<file path="src/hw/rtl/arv_delay.sv">
// Valid and sideband delay line that runs beside a datapath pipeline.
module arv_delay #(
  parameter int W     = 8,
  parameter int DEPTH = 4
) (
  input  logic         clk_i,
  input  logic         rst_ni,
  input  logic         v_i,
  input  logic [W-1:0] d_i,
  output logic         v_o,
  output logic [W-1:0] d_o
);

  logic [DEPTH-1:0] v_q;
  logic [W-1:0]     d_q [DEPTH];

  // Shift valid bits, cleared by reset
  always_ff @(posedge clk_i or negedge rst_ni) begin
    if (!rst_ni) begin
      v_q <= '0;
    end else begin
      v_q <= {v_q[DEPTH-2:0], v_i};
    end
  end

  // Shift the payload alongside
  for (genvar s = 0; s < DEPTH; s++) begin : g_tap
    if (s == 0) begin : g_first
      always_ff @(posedge clk_i) begin
        d_q[s] <= d_i;
      end
    end else begin : g_next
      always_ff @(posedge clk_i) begin
        d_q[s] <= d_q[s-1];
      end
    end
  end

  assign v_o = v_q[DEPTH-1];
  assign d_o = d_q[DEPTH-1];

endmodule

</file>
<file path="config.mk">
export PLATFORM = sky130hd
export DESIGN_NAME = arv_delay
export DESIGN_NICKNAME = d
export VERILOG_FILES = /design/src/hw/rtl/arv_delay.sv
export SDC_FILE = /design/constraint.sdc
export NUM_CORES = 1
export LEC_CHECK = 0
export BUFFER_PORTS_ARGS = -buffer_cell sky130_fd_sc_hd__clkbuf_2
export CELL_PAD_IN_SITES_DETAIL_PLACEMENT = 1
export CELL_PAD_IN_SITES_GLOBAL_PLACEMENT = 1
export CORE_ASPECT_RATIO = 1.2
export CORE_MARGIN = 2
export CORE_UTILIZATION = 38
export DETAILED_ROUTE_END_ITERATION = 8
export PLACE_DENSITY = 0.8
export RECOVER_POWER = 25
export SETUP_SLACK_MARGIN = 0.4
export SLEW_MARGIN = 15
export SYNTH_ARGS = -nofsm -noshare
export SYNTH_HDL_FRONTEND = slang
export SYNTH_SLANG_ARGS = --single-unit
</file>
<file path="constraint.sdc">
create_clock -name clk_i -period 0.8 [get_ports clk_i]
set_clock_uncertainty 0.1 [all_clocks]
set_input_delay 0.04 -clock clk_i [delete_from_list [all_inputs] [get_ports clk_i]]
set_output_delay 0.04 -clock clk_i [all_outputs]
set_load 0.03 [all_outputs]
</file>
==> results.yml <==
outcome:
  status: "complete, but fails checks"
  violations: "hold timing, setup timing"
clocking:
  root_buffer: "clkbuf_4"
  clock_latency_ns: 0.32
  cts_hold_buf: 1
  cts.sinks: 36
  clk_pin_slew_ns: 0.10
  cts_buffers: 5
  cts_tree: "yes"
  max-clock-path-buffers: 2
  cts_htree_levels: 2
  post_cts_buffers: 0
routing:
  top_layer: "met4"
  drt-initial-drc-count: 0
  drcViolationCount: 0
  viasPerCell: 4.06
  antenna_left: 0
  wl_met2_um: 469
  wl_per_cell_um: 11.1
  first_pass_iters: 1
  wl_met3_um: 92
  finalWirelength_um: 909
  vias: 333
  wl_met1_um: 332
critical_path:
  r2r_start: "v_q[1]"
  path_buf_inv: 1
  cp_top_family: "flip-flops"
  worst_r2r_path_depth: 0
  reg2reg_slack_ns: 0.21
  worstPathCellList: "buf_8"
  critPathMaxFanout: 1
  timing.rr.end: "v_q[2]"
  startpoint_type: "register"
  cp.required_ns: 0.66
  worst_ep_arrival_time_ns: 0.87
  path_class: "register to output port"
  max_stage_delay_ns: 0.42
  crit_cells: 1
  crit_slowest_cell: "dfrtp_2"
  endpoint_kind: "output port"
global_routing:
  antenna_found_initial: 0
  grt_usage_pct: 11.2
  grt_first_pass_wirelength_mm: 1.58
  grt_pass1_vias: 374
  grt_overflow_total: 0
  grt_max_degree: 11
timing:
  max_freq_mhz: 991
  maxSlewViolCount: 0
  finalHoldViolCount: 13
  setup_violations: 9
  finalCriticalPeriod_ns: 1.01
  fin_hold_ws_ns: -0.279
  slew_headroom_pct: 86.6
  rsz0062_at_grt: "yes"
  worst_pin_slew_ns: 0.202
  finalCritPeriodShare_pct: 126
  setup_slack_ns: -0.209
synth:
  synthCells: 36
  synth-seq-cells: 36
  syn-cell-area_um2: 741
  synth_seq_area_share_pct: 100
  ys_types: 2
  synth_warnings: 0
  synth_area_per_cell_um2: 20.6
  synth_fp_nets: 47
worst_hold_path:
  worstHoldEndpoint: "d_q[0][5]"
  min_path_type: "input port to register"
  worstHoldPathCells: 1
  hold_start: "d_i[5]"
placed_design:
  dpl-instance-area_um2: 891
  numPortBuffers: 19
  dp.cells: 74
  place_congestion: 0.534
final_layout:
  layout.cells.non_filler: 82
  drive_above_1_share_pct: 76.2
  mostFrequentLayoutCells: "dfxtp_2, clkbuf_2, buf_8, dfxtp_1, dfxtp_4"
  areaGrowthSynthToFinish_pct: 42.4
  layout_commonest_cell: "dfxtp_2"
  final_nets: 74
  design_area_um2: 1050
  layout.comb_gates.multi_input: 0
  num_antenna_cells: 0
  multiInputGateArea_um2: 0
die:
  initial_utilization_pct: 40.5
  rows: 17
  die-area_um2: 2320
  core_area_um2: 1830
  dieHeight_um: 52.4
  die_x_um: 44.3
  ios: 20
power:
  power_density_nw_per_um2: 2740
  peakVddDrop_v: 0.00163
  leakage_nw: 0.453
run:
  drv_cap: 0
[through the flow]
stage / power (mW) / TNS, ns / utilization (%) / hold slack (ns) / setup slack, ns
after floorplan: 1.99 / 0 / - / -0.356 / 0.217
after global placement: 2.03 / 0 / 48.7 / -0.255 / 0.126
after detailed placement: 2.04 / 0 / 48.7 / -0.251 / 0.124
after CTS: 2.90 / -1.62 / 56.1 / -0.298 / -0.238
after global routing: 3.06 / -1.73 / 57.7 / -0.310 / -0.259
final: 2.89 / -1.30 / 57.7 / -0.279 / -0.209
[kinds of logic after synthesis]
family,share of synthesized area [%]
DFF,100
[final cells by class]
type | count | area [µm²]
Sequential cell | 36 | 792
Timing Repair Buffer | 20 | 194
Tap cell | 19 | 23.8
Fill cell | 171 | 774
Clock buffer | 7 | 45.0
[synth_stat cells]
| library cell | n | area (µm²) |
|---|---|---|
| dfrtp_1 | 4 | 100 |
| dfxtp_1 | 32 | 641 |
[timing repair]
item                                    in CTS  in global routing
endpoints found under the setup margin      36                 36
resized for setup                           19                 24
endpoints found under the hold margin       13                 13
[flip-flops by register name (all words and copies together), names as in the netlist]
register  count
d_q          32
v_q           4
[how the worst max path moves through the flow]
stage,startpoint,endpoint
2_1_floorplan,v_q[3],v_o
4_1_cts,v_q[3],v_o
3_5_place_dp,v_q[3],v_o
3_3_place_gp,v_q[3],v_o
6_report,v_q[3],v_o
5_1_grt,v_q[3],v_o
[power breakdown]
part,total [mW],switching [mW],internal [mW]
registers,1.92,0.0316,1.89
clock network,0.831,0.499,0.331
logic,0.145,0.0647,0.0802
total,2.89,0.596,2.30
[routing by layer]
metal | vias up | global-route usage, %
met5 | - | 0
met1 | 148 | 10.2
li1 | 163 | -
met4 | 0 | 9.09
met3 | 2 | 8.28
met2 | 20 | 16.4
(Power assumes the default switching activity.)
