==> config.mk <==
export PLATFORM = sky130hd
export DESIGN_NAME = arv_isqrt
export DESIGN_NICKNAME = d
export VERILOG_FILES = /design/src/hw/rtl/arv_isqrt.sv
export SDC_FILE = /design/constraint.sdc
export NUM_CORES = 2
export LEC_CHECK = 0
export BUFFER_PORTS_ARGS = -buffer_cell sky130_fd_sc_hd__buf_2
export CAP_MARGIN = 40
export CORE_MARGIN = 2
export CORE_UTILIZATION = 45
export CTS_CLUSTER_SIZE = 14
export DETAILED_ROUTE_END_ITERATION = 8
export PLACE_DENSITY_LB_ADDON = 0.2
export SLEW_MARGIN = 5
export SYNTH_ARGS = -nofsm -noshare
export SYNTH_HDL_FRONTEND = slang
export SYNTH_MEMORY_MAX_BITS = 65536
export SYNTH_SLANG_ARGS = --single-unit
==> constraint.sdc <==
create_clock -name clk_i -period 6.3 [get_ports clk_i]
set_input_delay 0.63 -clock clk_i [delete_from_list [all_inputs] [get_ports clk_i]]
set_output_delay 0.63 -clock clk_i [all_outputs]
set_load 0.005 [all_outputs]
==> src/hw/rtl/arv_isqrt.sv <==
// Pipelined integer square root, one root bit per stage.
module arv_isqrt #(
  parameter int RW = 66
) (
  input  logic            clk_i,
  input  logic [RW-1:0]   rad_i,
  output logic [RW/2-1:0] root_o
);

  localparam int NR   = RW / 2;
  localparam int REMW = NR + 2;

  logic [RW-1:0]   rad_q  [NR];
  logic [REMW-1:0] rem_q  [NR];
  logic [NR-1:0]   root_q [NR];

  for (genvar s = 0; s < NR; s++) begin : g_stage
    logic [RW-1:0]   rad_in;
    logic [REMW-1:0] rem_in;
    logic [NR-1:0]   root_in;
    logic [REMW+1:0] tmp;
    logic [REMW+1:0] trial;
    logic            ge;

    if (s == 0) begin : g_first
      assign rad_in  = rad_i;
      assign rem_in  = '0;
      assign root_in = '0;
    end else begin : g_next
      assign rad_in  = rad_q[s-1];
      assign rem_in  = rem_q[s-1];
      assign root_in = root_q[s-1];
    end

    // Bring down the next bit pair and try the trial subtrahend
    assign tmp   = {rem_in, rad_in[RW-1 -: 2]};
    assign trial = (REMW+2)'({root_in, 2'b01});
    assign ge    = (tmp >= trial);

    always_ff @(posedge clk_i) begin
      rad_q[s]  <= rad_in << 2;
      rem_q[s]  <= ge ? REMW'(tmp - trial) : REMW'(tmp);
      root_q[s] <= {root_in[NR-2:0], ge};
    end
  end

  assign root_o = root_q[NR-1];

endmodule

==> results.txt <==
The run finished with clean final reports. The share of layout cells above drive strength 1 came out at 7.563%. After detailed routing, the number of remaining DRC violations is 0. For the met1 track demand over resource, the log shows 23.11%.

Of the available clock period, the critical path in the final layout requires 68.31%. The worst setup path is launched from a register. Input and output buffers added on the ports amount to 99. At the end of the flow, the number of nets in the layout was 10660. The setup check on the worst reg-to-reg path leaves a slack of 2000 ps.

Combinational cells account for 14.3% of the total power. The portion of netlist area occupied by mux cells is 1.120%. The slew at the pin closest to its max-slew limit works out to 906.4 ps. Post-detailed-route count of antenna-violating nets: 0. Top cell type's share of synthesized area: 54.64%.

The number of placed cells counting well taps was 12490; the core outline area was 217200 sq um. The average routed wire per standard cell works out to 16.14 microns. The tools report the startpoint of the lowest-slack hold path as rad_q[0][1533].

The switching part of the total was 26.93%. Data on the critical path arrives at its endpoint at 5090 ps. For this configuration, the core starts out at a cell density of 45.28%.

The logs give 32.93% for the global routing met2 resource utilization and 65430 for the via count of the first global-routing pass. Measured against its own limit, the worst slew margin works out to 39.57%. The tools report the sequential element share of the synthesized area as 54.64%. Number of antenna violations at the first check in global routing: 6. The internal power of the cells totals 33.20 mW.

The max capacitance violation total was 0; the clock-pin slew on the worst setup and hold paths was 60 ps. Setup repair after global routing left no endpoint under its margin. The maximum vdd ir drop is 329.2 uV. The net switching power came out at 12.23 mW. Summed over all instances, the cell type with the most area after synthesis is sky130_fd_sc_hd__dfxtp_1. The synthesized netlist devotes 7.583% of its cell area to adder and majority cells. Registers are responsible for 48.1% of the overall power.

The tools report the total number of vias as 66710. From synthesis to final layout, the design area changed by 14.36%. Leakage power summed over all cells: 52.75 nW.

The library cell used as clock root buffer was sky130_fd_sc_hd__clkbuf_16. The share of total power dissipated in the clock network is 37.6%. The startpoint of the worst register-to-register path was root_q[27][2]. The maximum buffer depth of the clock tree is 4, and the remaining global-route overflow is 0.

Once the clock tree was built, the resizer swapped 0 gates to a different size. Counting flops and latches in the post-synthesis netlist gives 2684. TritonCTS built the clock tree. The tools report the total count of hold-check failures in the final report as 0.

The combinational family with the most area after synthesis was simple AND/OR/NAND/NOR gates. The setup-violating endpoint count in the final report is 0, and the synthesized-area fraction occupied by ao, oa, aoi and oai cells is 11.92%. By area the synthesized netlist is led by sky130_fd_sc_hd__dfxtp_1 (55%), sky130_fd_sc_hd__ha_1 (7.6%), sky130_fd_sc_hd__xor2_1 (4.2%), sky130_fd_sc_hd__xnor2_1 (3.9%), sky130_fd_sc_hd__a21oi_1 (3.4%). The floorplan step defined a die boundary enclosing 222300 sq um.

In the global route stage, overall resource usage came out at 18.62%. The first detailed-routing pass took 6 iterations. Averaged over all synthesized cells, the footprint is 10.13 sq um. The worst hold-check path type was reg2reg.

The clock tree synthesis step divided the H-tree into 5 levels. The cell area that synthesis handed to floorplanning was 98330 sq um. The total number of clock tree sinks was 2684; the number of flops mapped to enable cells by yosys was 0. The synthesis warning total is 0, and the vias per cell is 5.107. In the synthesized netlist, the number of instances is 9704. The number of ports placed on the die boundary is 100. The number of different library cells in the post-synthesis netlist is 98, and the fraction of registers with async set/reset is 0%. The later pin in the worst-skew pair is clocked with a latency of 920 ps. The first routing iteration left 3724 violations. The global-route wire length before repair is 338.2 mm, and the biggest fanout along the worst timing path is 41.

Detailed placement ended at an HPWL of 159.9 mm. The setup path with the least slack is of type reg2reg. The run gives 51.79% as the post-route core utilization.

The post-synth net total was 10370. The run gives 210.9 mm as the final routed wirelength across all metal layers. The floorplan die width was 471.5 microns.

For met3 alone, demand over resource in global routing was 2.660%. Summed over all failing endpoints, the final setup total negative slack is 0 ps. The post-synthesis xor/xnor area fraction is 8.087%. The run gives 7090 ps as the required arrival time at the worst endpoint. The endpoint class of the critical path is a register. The most used flip-flop cell after synthesis is sky130_fd_sc_hd__dfxtp_1. In this run, CTS created clock tree buffers numbering 295.

The congestion estimate from routability-driven global placement came to 0.8978. The critical path launch point was root_q[27][2]. By count the netlist is led by sky130_fd_sc_hd__dfxtp_1 (2684), sky130_fd_sc_hd__inv_1 (750), sky130_fd_sc_hd__nor2_1 (680), sky130_fd_sc_hd__a21oi_1 (659), sky130_fd_sc_hd__nand2_1 (620). Excluding fillers, the count of instances in the completed layout stands at 13060. The power density of the placed cells was 403.9 nW/um^2.

Static timing analysis puts the maximum clock frequency at 232.4 MHz. Entering global routing, the biggest net connects 66 pins. The setup clock skew after layout was 64.11 ps; the final max-slew violation count was 0.

After floorplanning, the core was divided into 171 placement rows. Yosys instantiated no cell more often than sky130_fd_sc_hd__dfxtp_1. The global routing stage identified its most utilized layer as met2. After layout, the minimum clock period comes to 4303 ps. Measured along the y axis, the die boundary spans 471.5 microns. Of the total synthesized cell area, the portion taken by AND, OR, NAND and NOR gates is 13.01%.
cell families after synthesis:
| group | Yosys count |
|---|---|
| fa+ha+maj | 596 |
| xor+xnor | 908 |
| buf+inv | 944 |
| other cells | 1 |
| mux | 99 |
| flops | 2684 |
| simple gates | 2572 |
| compound gates | 1900 |
worst max-delay path, cell delays in order, from the launching register on:
cell and delay [ps]:
sky130_fd_sc_hd__dfxtp_1 360, sky130_fd_sc_hd__inv_1 50, sky130_fd_sc_hd__ha_1 330, sky130_fd_sc_hd__and3_1 340, sky130_fd_sc_hd__a21boi_0 410, sky130_fd_sc_hd__o2111ai_1 340
sky130_fd_sc_hd__nand3_1 220, sky130_fd_sc_hd__nand3_1 160, sky130_fd_sc_hd__o21ai_0 420, sky130_fd_sc_hd__nand2b_2 790, sky130_fd_sc_hd__buf_4 360, sky130_fd_sc_hd__mux2_2 360
metrics by stage:
| stage | instance area (sq um) | hold WS [ps] | total power, mW | setup slack, ps |
|---|---|---|---|---|
| global placement | 101900 | 309.7 | 28.57 | 2112 |
| finish | 112500 | 283.2 | 45.43 | 1997 |
| global route | 112500 | 289.3 | 47.77 | 1629 |
| floorplan | 98330 | 309.6 | 26.46 | 3004 |
| detailed placement | 102000 | 312.1 | 28.67 | 2071 |
| CTS | 112500 | 274.9 | 46.04 | 2026 |
cell usage in the layout, fill, tap and decap left out, types with 300 or more instances in the layout:
cell / count
sky130_fd_sc_hd__a21oi_1: 658
sky130_fd_sc_hd__clkbuf_16: 300
sky130_fd_sc_hd__dfxtp_1: 2684
sky130_fd_sc_hd__ha_1: 596
sky130_fd_sc_hd__inv_1: 750
sky130_fd_sc_hd__nand2_1: 620
sky130_fd_sc_hd__nor2_1: 680
sky130_fd_sc_hd__o21ai_0: 467
sky130_fd_sc_hd__xnor2_1: 442
sky130_fd_sc_hd__xor2_1: 466
final cells by class:
class	count	area (sq um)
inverter	751	2819
clock inverter	100	1324
timing repair buffer	190	1416
multi-input combinational	6076	41130
antenna	1	2.502
fill	19520	104700
tap	2854	3571
clock buffer	406	8466
sequential	2684	53730
flip-flops by register name, indices dropped and copies added (netlist names):
signal / flops
rad_q: 1056
rem_q: 1067
root_q: 561
final timing paths:
path | endpoint | cells after the start
setup / recovery | rem_q[0][986] | 11
hold / removal | rad_q[0][1599] | 0
setup reg to reg | rem_q[0][986] | 11
hold reg to reg | rad_q[0][1599] | 0
layer usage:
layer  vias to the layer above  share of wire [%]
met5                         -                  0
met4                         0                3.1
met3                       427                3.9
met2                      1314                 49
met1                     31250                 44
li1                      33720                  -
power groups by stage:
stage          registers [mW]  logic (mW)  clock network, mW
2_1_floorplan            21.3        5.14                  0
3_3_place_gp             22.2        6.35                  0
3_5_place_dp             22.2        6.45                  0
4_1_cts                  21.9        6.53               17.6
5_1_grt                  22.2        7.31               18.3
6_report                 21.8        6.50               17.1
repair_timing:
item                                   in CTS  in global routing
setup buffers                               0                  0
hold buffers                               67                  0
endpoints found under the hold margin      67                  0
Power figures use the tool's default switching activity.
